<file path="config.mk">
export PLATFORM = sky130hd
export DESIGN_NAME = led_breathing_fade
export DESIGN_NICKNAME = d
export VERILOG_FILES = /design/src/hdl/lbf_pkg.sv /design/src/hdl/lbf_fade_core.sv /design/src/hdl/lbf_out_buf.sv /design/src/hdl/led_breathing_fade.sv
export SDC_FILE = /design/constraint.sdc
export NUM_CORES = 1
export LEC_CHECK = 0
export ABC_AREA = 1
export BUFFER_PORTS_ARGS = -buffer_cell sky130_fd_sc_hd__buf_4
export CORE_UTILIZATION = 35
export DETAILED_ROUTE_END_ITERATION = 8
export GPL_TIMING_DRIVEN = 0
export PLACE_DENSITY_LB_ADDON = 0.12
export SLEW_MARGIN = 10
export SYNTH_ARGS = -nofsm -noshare
export SYNTH_HDL_FRONTEND = slang
export SYNTH_HIERARCHICAL = 1
export SYNTH_SLANG_ARGS = --single-unit
</file>
<file path="constraint.sdc">
create_clock -name clk_i -period 2.1 [get_ports clk_i]
set_input_delay 0.21 -clock clk_i [delete_from_list [all_inputs] [get_ports clk_i]]
set_output_delay 0.21 -clock clk_i [all_outputs]
set_load 0.01 [all_outputs]
</file>
<file path="src/hdl/lbf_pkg.sv">
package lbf_pkg;

  // Fade loop constants.
  localparam logic [7:0] Period = 8'd10;
  localparam logic [7:0] Steps  = 8'd10;

  localparam int unsigned CfgIndexW = 2;
  localparam int unsigned CfgDataW  = 16;

  typedef enum logic [CfgIndexW-1:0] {
    CFG_FADE_ENABLE = 2'd0,
    CFG_HOLD_TICKS  = 2'd1,
    CFG_LED_ID      = 2'd2
  } lbf_cfg_e;

  typedef struct packed {
    logic                 valid;
    logic [CfgIndexW-1:0] index;
    logic [CfgDataW-1:0]  data;
  } lbf_cfg_wr_t;

  typedef struct packed {
    logic [3:0] led_select;
    logic       led_on;
    logic [7:0] duty_step;
    logic       fading_up;
  } lbf_result_t;

endpackage

</file>
<file path="src/hdl/lbf_fade_core.sv">
module lbf_fade_core import lbf_pkg::*; (
  input  logic        clk_i,
  input  logic        rst_ni,
  input  lbf_cfg_wr_t cfg_wr_i,
  input  logic        item_i,
  input  logic        tick_i,
  output lbf_result_t result_o
);

  logic        fade_enable_q, fade_enable_d;
  logic [15:0] hold_ticks_q, hold_ticks_d;
  logic [3:0]  led_id_q, led_id_d;
  logic [7:0]  step_level_q, step_level_d;
  logic        rising_q, rising_d;
  logic [7:0]  phase_left_q, phase_left_d;
  logic        output_level_q, output_level_d;
  logic [15:0] hold_left_q, hold_left_d;
  logic        toggled;

  always_comb begin
    fade_enable_d  = fade_enable_q;
    hold_ticks_d   = hold_ticks_q;
    led_id_d       = led_id_q;
    step_level_d   = step_level_q;
    rising_d       = rising_q;
    phase_left_d   = phase_left_q;
    output_level_d = output_level_q;
    hold_left_d    = hold_left_q;
    toggled        = ~output_level_q;

    if (cfg_wr_i.valid) begin
      case (cfg_wr_i.index)
        CFG_FADE_ENABLE: begin
          fade_enable_d  = cfg_wr_i.data[0];
          output_level_d = 1'b0;
          if (cfg_wr_i.data[0]) begin
            // Restart from step zero: the LED is off with a full phase.
            step_level_d = 8'd0;
            rising_d     = 1'b1;
            phase_left_d = Period;
            hold_left_d  = hold_ticks_q;
          end
        end
        CFG_HOLD_TICKS: hold_ticks_d = cfg_wr_i.data;
        CFG_LED_ID:     led_id_d     = cfg_wr_i.data[3:0];
        default: ;
      endcase
    end else if (item_i && tick_i && fade_enable_q) begin
      if (hold_left_q == 16'd0) begin
        if (rising_q) begin
          if (step_level_q < Steps) step_level_d = step_level_q + 8'd1;
          else                      rising_d     = 1'b0;
        end else begin
          if (step_level_q != 8'd0) step_level_d = step_level_q - 8'd1;
          else                      rising_d     = 1'b1;
        end
        // Reload the PWM for the new step.
        hold_left_d = hold_ticks_q;
        if (step_level_d == 8'd0) begin
          output_level_d = 1'b0;
          phase_left_d   = Period;
        end else begin
          output_level_d = 1'b1;
          phase_left_d   = step_level_d;
        end
      end else begin
        if (phase_left_q != 8'd0) begin
          phase_left_d = phase_left_q - 8'd1;
        end else if (step_level_q == 8'd0 || step_level_q >= Period) begin
          phase_left_d = Period;
        end else begin
          output_level_d = toggled;
          phase_left_d   = toggled ? step_level_q : Period - step_level_q;
        end
        hold_left_d = hold_left_q - 16'd1;
      end
    end
  end

  always_ff @(posedge clk_i or negedge rst_ni) begin
    if (!rst_ni) begin
      fade_enable_q  <= 1'b0;
      hold_ticks_q   <= 16'd1;
      led_id_q       <= 4'd0;
      step_level_q   <= 8'd0;
      rising_q       <= 1'b1;
      phase_left_q   <= Period;
      output_level_q <= 1'b0;
      hold_left_q    <= 16'd1;
    end else begin
      fade_enable_q  <= fade_enable_d;
      hold_ticks_q   <= hold_ticks_d;
      led_id_q       <= led_id_d;
      step_level_q   <= step_level_d;
      rising_q       <= rising_d;
      phase_left_q   <= phase_left_d;
      output_level_q <= output_level_d;
      hold_left_q    <= hold_left_d;
    end
  end

  // The result reflects the state after this item's update.
  assign result_o.led_select = led_id_d;
  assign result_o.led_on     = fade_enable_d & output_level_d;
  assign result_o.duty_step  = step_level_d;
  assign result_o.fading_up  = rising_d;

endmodule

</file>
<file path="src/hdl/lbf_out_buf.sv">
module lbf_out_buf import lbf_pkg::*; (
  input  logic        clk_i,
  input  logic        rst_ni,
  input  logic        push_i,
  input  lbf_result_t data_i,
  output logic        ready_o,
  output logic        valid_o,
  input  logic        ready_i,
  output lbf_result_t data_o
);

  lbf_result_t slot_q [2];
  logic        wr_ptr_q, wr_ptr_d;
  logic        rd_ptr_q, rd_ptr_d;
  logic [1:0]  count_q, count_d;
  logic        pop;

  assign ready_o = (count_q != 2'd2);
  assign valid_o = (count_q != 2'd0);
  assign data_o  = slot_q[rd_ptr_q];
  assign pop     = valid_o & ready_i;

  always_comb begin
    wr_ptr_d = wr_ptr_q ^ push_i;
    rd_ptr_d = rd_ptr_q ^ pop;
    count_d  = count_q;
    if (push_i && !pop)      count_d = count_q + 2'd1;
    else if (pop && !push_i) count_d = count_q - 2'd1;
  end

  always_ff @(posedge clk_i or negedge rst_ni) begin
    if (!rst_ni) begin
      wr_ptr_q <= 1'b0;
      rd_ptr_q <= 1'b0;
      count_q  <= 2'd0;
    end else begin
      wr_ptr_q <= wr_ptr_d;
      rd_ptr_q <= rd_ptr_d;
      count_q  <= count_d;
    end
  end

  always_ff @(posedge clk_i) begin
    if (push_i) begin
      slot_q[wr_ptr_q] <= data_i;
    end
  end

endmodule

</file>
<file path="src/hdl/led_breathing_fade.sv">
// Channel  Handshake                 Payload
// in       in_valid_i / in_ready_o   tick_i
// out      out_valid_o / out_ready_i led_select_o, led_on_o, duty_step_o, fading_up_o
// cfg      cfg_valid_i / cfg_ready_o cfg_index_i, cfg_data_i
//
// One item per cycle while in_ready_o is high; its result is registered by the single
// register stage, the output buffer, between the fade state update and the output.
// A two-entry output buffer lets items keep flowing while a result is stalled;
// in_ready_o drops only when both entries are held.
// Reset clears the fade state to step zero, rising, LED off, fade disabled.
// Configuration writes are always taken.
module led_breathing_fade import lbf_pkg::*; (
  input  logic                 clk_i,
  input  logic                 rst_ni,
  input  logic                 in_valid_i,
  output logic                 in_ready_o,
  input  logic                 tick_i,
  output logic                 out_valid_o,
  input  logic                 out_ready_i,
  output logic [3:0]           led_select_o,
  output logic                 led_on_o,
  output logic [7:0]           duty_step_o,
  output logic                 fading_up_o,
  input  logic                 cfg_valid_i,
  output logic                 cfg_ready_o,
  input  logic [CfgIndexW-1:0] cfg_index_i,
  input  logic [CfgDataW-1:0]  cfg_data_i
);

  lbf_cfg_wr_t cfg_wr;
  lbf_result_t core_result;
  lbf_result_t out_result;
  logic        item_accept;

  assign cfg_ready_o  = 1'b1;
  assign cfg_wr.valid = cfg_valid_i;
  assign cfg_wr.index = cfg_index_i;
  assign cfg_wr.data  = cfg_data_i;
  assign item_accept  = in_valid_i & in_ready_o;

  lbf_fade_core u_core (
    .clk_i    (clk_i),
    .rst_ni   (rst_ni),
    .cfg_wr_i (cfg_wr),
    .item_i   (item_accept),
    .tick_i   (tick_i),
    .result_o (core_result)
  );

  lbf_out_buf u_out_buf (
    .clk_i   (clk_i),
    .rst_ni  (rst_ni),
    .push_i  (item_accept),
    .data_i  (core_result),
    .ready_o (in_ready_o),
    .valid_o (out_valid_o),
    .ready_i (out_ready_i),
    .data_o  (out_result)
  );

  assign led_select_o = out_result.led_select;
  assign led_on_o     = out_result.led_on;
  assign duty_step_o  = out_result.duty_step;
  assign fading_up_o  = out_result.fading_up;

endmodule
</file>
Word-level counts from Yosys, hierarchy flattened. Memories as Yosys holds them, arrays and structs flattened. Index checks and enable logic that the tools add are counted.

$add $sub $neg: 7. $mul: 0. Div/mod/pow operators: 0. $lt $le $gt $ge: 2. Equal/unequal tests: 5. Shifts and indexed selects: 0. Muxes and demuxes: 48. Bitwise operators: 6. Reduce and logical (&&, ||, !) cells: 18.

Operators with widths (count): 8-bit two-way mux (20); 16-bit two-way mux (5); 1-bit two-way mux (19); 16-bit zero test (1); 8-bit zero test (2); 8-bit nonzero test (2); 16-bit by 1-bit subtractor with 16-bit output, second input constant (1); 8-bit by 1-bit subtractor with 8-bit output, second input constant (2); 8-bit by 1-bit adder with 8-bit output, second input constant (1); 8-bit by 4-bit greater-or-equal comparator with 1-bit output, second input constant (1); 8-bit by 4-bit less-than comparator with 1-bit output, second input constant (1); 4-bit two-way mux (2); 4-bit by 8-bit subtractor with 8-bit output, first input constant (1); 2-bit nonzero test (3); 1-bit logical AND (4); 2-bit two-way mux (2); 2-bit by 1-bit inequality test with 1-bit output, second input constant (2); 1-bit AND (3); 3-bit AND reduction (1); 2-bit by 1-bit adder with 2-bit output, second input constant (1); 2-bit by 1-bit equality test with 1-bit output, second input constant (1); 2-bit equality test, second input constant (1); 1-bit zero test (2); 2-bit zero test (1); other kinds (6) (7).

Flip-flop bits (word level): 59. Bits in latches: 0. Bits in writable memories: 28. Memory bits (read-only): 0. Output and inout bits: 17. Word-level logic and storage cells: 98. Memories kept: 1.

Memory list: u_out_buf.slot_q (depth 2, width 14, read ports 1, clocked after memory_dff 0, write ports 1, RTL line lbf_out_buf.sv:12) `lbf_result_t slot_q [2];`.

Longest topological paths before layout.
Depth after elaboration: 12. Mapped depth: 15.

Cells and area by module. The synthesis kept the hierarchy.

By module, submodules not included: lbf_fade_core (times used 1, cells an instance 483, area each 3598.5 um2, sequential area each 1382.6 um2); lbf_out_buf (times used 1, cells an instance 100, area each 1298.7 um2, sequential area each 940.9 um2); led_breathing_fade (times used 1, cells an instance 4, area each 18.8 um2, sequential area each 0.0 um2).

Worst setup path before layout. Ideal clock, no wire load.

Path type: register to register. Start point: reg u_core.hold_left_q[0]. End point: mem u_out_buf/slot_q[0][4] (netlist bit) (data pin). Setup time: 0.285 ns. Arrival: 1.769 ns. Required time: 1.815 ns. Slack: 0.045 ns. Stages on the path, launching flop included: 11. Period minus slack after synthesis: 2.055 ns. Cells stage by stage: dfstp_2 inv_1 ha_1 nand3_2 nor2_4 nand4_4 nor3_4 nand2_4 buf_6 o21ai_1 o21ai_0.

RTL lines: start, declared (RTL line lbf_fade_core.sv:17) `logic [15:0] hold_left_q, hold_left_d;`; start signal, assigned (RTL line lbf_fade_core.sv:98) `hold_left_q <= hold_left_d;`; end, declared (RTL line lbf_out_buf.sv:12).

==> metrics.md <==
| Metric | Value |
|---|---|
| Diode count | 0 |
| Routed wire per std cell | 14.17 µm |
| Placed Cells | 802 |
| Power Dens Cells | 1061 mW/mm² |
| First-pass GRT wire length | 19870 µm |
| CP Capture Type | flop |
| Fin cells | 849 |
| Area Overhead vs Synth | 27.54% |
| First-pass DRT Iterations | 4 |
| Setup tns final | 0 ns |
| Slowest cell on crit path | dfrtp_1 |
| Synthesis Warnings | 6 |
| Reg2reg path depth | 11 |
| Min Clock Period, post-route | 2.064 ns |
| Die height | 120.5 µm |
| Layout cells sized above 1 | 31.65% |
| I/O pins | 41 |
| H-Tree Depth | 3 |
| Number of synthesized flops with an enable pin | 28 |
| Core footprint | 0.01345 mm² |
| Root Buffer Master | clkbuf_16 |
| Post-DP HPWL | 8372 µm |
| Worst Path Required | 2.14 ns |
| Routed Antenna Nets | 0 |
| Setup-failing EPs final | 0 |
| Number of global-route vias before repair | 3964 |
| Top Family by Delay on Critical Path | simple AND/OR/NAND/NOR gates |
| Worst Path Arrival | 2.10 ns |
| Fmax | 0.4844 GHz |
| R2r startpoint | u_core/hold_left_q[1] |
| Syn Area/Cell | 8.375 µm² |
| Status | finished clean |
| Max stage delay on crit path | 0.39 ns |
| Max-slew headroom | 27.41% |
| DR iter-0 viols | 230 |
| Post-route DRC | 0 |
| Detail-routed via count per cell | 4.921 |
| Synth area leader | dfrtp_1 |
| Clock Tree Buf Depth | 2 |
| Worst skew pair latency | 0.34 ns |
| Share of the clock period used by the worst path | 98.30% |
| Via Count | 4178 |
| Unique masters post-synth | 48 |
| Syn nets | 622 |
| CP dominant cell by count | inv_2 |
| Seq/Total Area, Yosys | 47.26% |
| Most common flop cell mapped by yosys | dfrtp_1 |
| Slew @ Worst Pin | 1.082 ns |
| Clock slew at reported path FFs | 0.06 ns |
| Worst hold stages | 2 |
| Row cnt | 42 |
| Global Route Usage Sum | 17.53% |
| Final wirelength | 12030 µm |
| Worst reg2reg setup slack | 0.04 ns |
| RSZ-0062 raised after global routing | yes |
| Clock skew | 0.005217 ns |
| Hold Crit Endpoint | u_core/hold_ticks_q[10] |
| Startpoint class of the critical path | flop |
| IO Port Bufs | 39 |
| Synth Register Bits | 87 |
| Die width | 120.5 µm |
| Nets | 703 |
| Largest net degree at the start of global routing | 60 |
| Num CTS Buffers | 9 |
| Count of final hold-check violations | 0 |
| Crit-path max FO | 4 |
| Kind of critical path | reg -> reg |
| GP Congestion | 0.8509 |
| Layout fillers | 1319 |
| Pleak | 2.945 nW |
| Async SR Flop Fraction | 67.82% |
| VDD IR-drop max | 0.0004083 V |
| Critical path, cell by cell | inv_2 -> ha_4 -> nand3_4 -> nor2_4 -> nand4_4 -> nor3_4 -> nand2_2 -> inv_2 -> nand2_1 -> o221ai_2 -> o21ai_2 |
| CTS tree | built |
| Sink Count | 87 |
| Post-synth top area share | 27.49% |
| MaxCap Viol Count | 0 |
| Hold Crit Start | cfg_data_i[10] |
| Initial core utilization | 36.54% |
| Pins Over Slew Limit | 0 |
| Syn Inst Count | 587 |
| Initial antenna violation count | 0 |
| Mapped Area | 0.004916 mm² |
| RR Endpoint | u_out_buf/slot_q[1][5] |
| Hold Path Class | in -> reg |
| Synth area leaders | dfrtp_1 27%, edfxtp_1 17%, nand2_1 9.6% |
| Die footprint | 0.01452 mm² |
| Total global routing overflow | 0 |
| Crit path buf inv count | 2 |
placed cells by master, fill, tap and decap left out, types with 16 or more instances in the layout:
cell type  instances
a21oi_1           25
buf_4             68
dfrtp_1           51
edfxtp_1          28
inv_1             57
nand2_1          115
nand2_2           23
nand3_1           25
nor2_1            41
o21ai_0           35
o21ai_1           21
xor2_1            16
cells by family after synthesis:
family          count (synthesis)  synth area share, %
compound gates                120                13.52
flops                          87                47.26
other cells                     1              0.07628
xor+xnor                       18                3.207
fa+ha+maj                      11                2.800
buf+inv                        98                9.188
mux                             2               0.4581
simple gates                  250                23.49
routing by layer:
layer | wire, µm | track usage (%) | share of wire [%]
met1 | 5899 | 24.11 | 49
met5 | 0 | 0 | 0
met4 | 119 | 6.250 | 0.99
met3 | 311 | 2.736 | 2.6
met2 | 5704 | 27.95 | 47
through the flow:
step	cell area [µm²]	worst slack, ns	util, %	total power, mW	hold WS [ns]
after detailed placement	5429	-0.5121	40.36	4.957	0.3533
after global placement	5429	-0.4616	40.36	4.905	0.3548
after CTS	5992	-0.01243	44.54	6.577	0.08850
final	6270	0.03571	46.61	6.652	0.1010
after global routing	6270	-0.06953	46.61	7.156	0.1067
after floorplan	4916	0.04517	-	4.211	-0.08559
timing repair:
item	CTS	global route
cloned	1	1
hold endpoints to repair	35	0
buffers inserted	14	15
resized for setup	68	43
hold buffers	1	0
pin swaps	12	22
setup endpoints to repair	54	46
cells in the mapped netlist, types with 4 or more instances:
cell type and n:
nand3_1 31, inv_1 66, inv_2 9, nor2_1 49, dfstp_2 5, ha_1 11
o21ai_1 19, o22ai_1 6, clkbuf_1 5, o21ai_0 51, buf_6 6, nand2_1 126
a21oi_2 4, o211ai_1 4, edfxtp_1 28, buf_2 4, nand4_1 9, a21oi_1 27
dfrtp_1 54, xor2_1 16, nand2_2 13
flip-flops by register name, indices dropped and copies added (netlist names):
register               flops
u_core/phase_left_q        8
u_core/hold_left_q        16
u_core/hold_ticks_q       16
u_core/output_level_q      1
u_core/step_level_q        8
u_out_buf/slot_q          28
u_core/fade_enable_q       1
u_out_buf/rd_ptr_q         1
u_core/rising_q            1
u_core/led_id_q            4
u_out_buf/wr_ptr_q         1
u_out_buf/count_q          2
worst max-delay path by stage:
stage                                   to                   start  slack [ns]  cells past startpoint
floorplan           u_out_buf/slot_q[0][4]   u_core/hold_left_q[0]        0.05                     10
finish              u_out_buf/slot_q[1][5]   u_core/hold_left_q[1]        0.04                     11
global route        u_out_buf/slot_q[0][9]  u_core/step_level_q[1]       -0.07                     15
global placement    u_out_buf/slot_q[0][5]   u_core/hold_left_q[0]       -0.46                     11
CTS                 u_out_buf/slot_q[1][8]   u_core/hold_left_q[1]       -0.01                     10
detailed placement  u_out_buf/slot_q[1][5]   u_core/hold_left_q[0]       -0.51                     11
layout make-up:
type | instances | area [µm²] | share of cell area (%)
tap | 176 | 220.2 | 3.512
timing repair inverter | 1 | 3.754 | 0.05987
timing repair buffer | 70 | 536.8 | 8.561
multi-input combinational | 402 | 2437 | 38.87
inverter | 79 | 324.1 | 5.169
buffer | 18 | 161.4 | 2.574
clock inverter | 5 | 26.28 | 0.4191
clock buffer | 11 | 232.7 | 3.712
sequential | 87 | 2327 | 37.12
power breakdown:
group	total, mW	internal [mW]	switching, mW
clock network	1.42	0.791	0.627
registers	2.56	2.26	0.303
logic	2.67	1.10	1.57
total	6.65	4.15	2.50
Note: power is estimated with default switching activity, not from simulation.
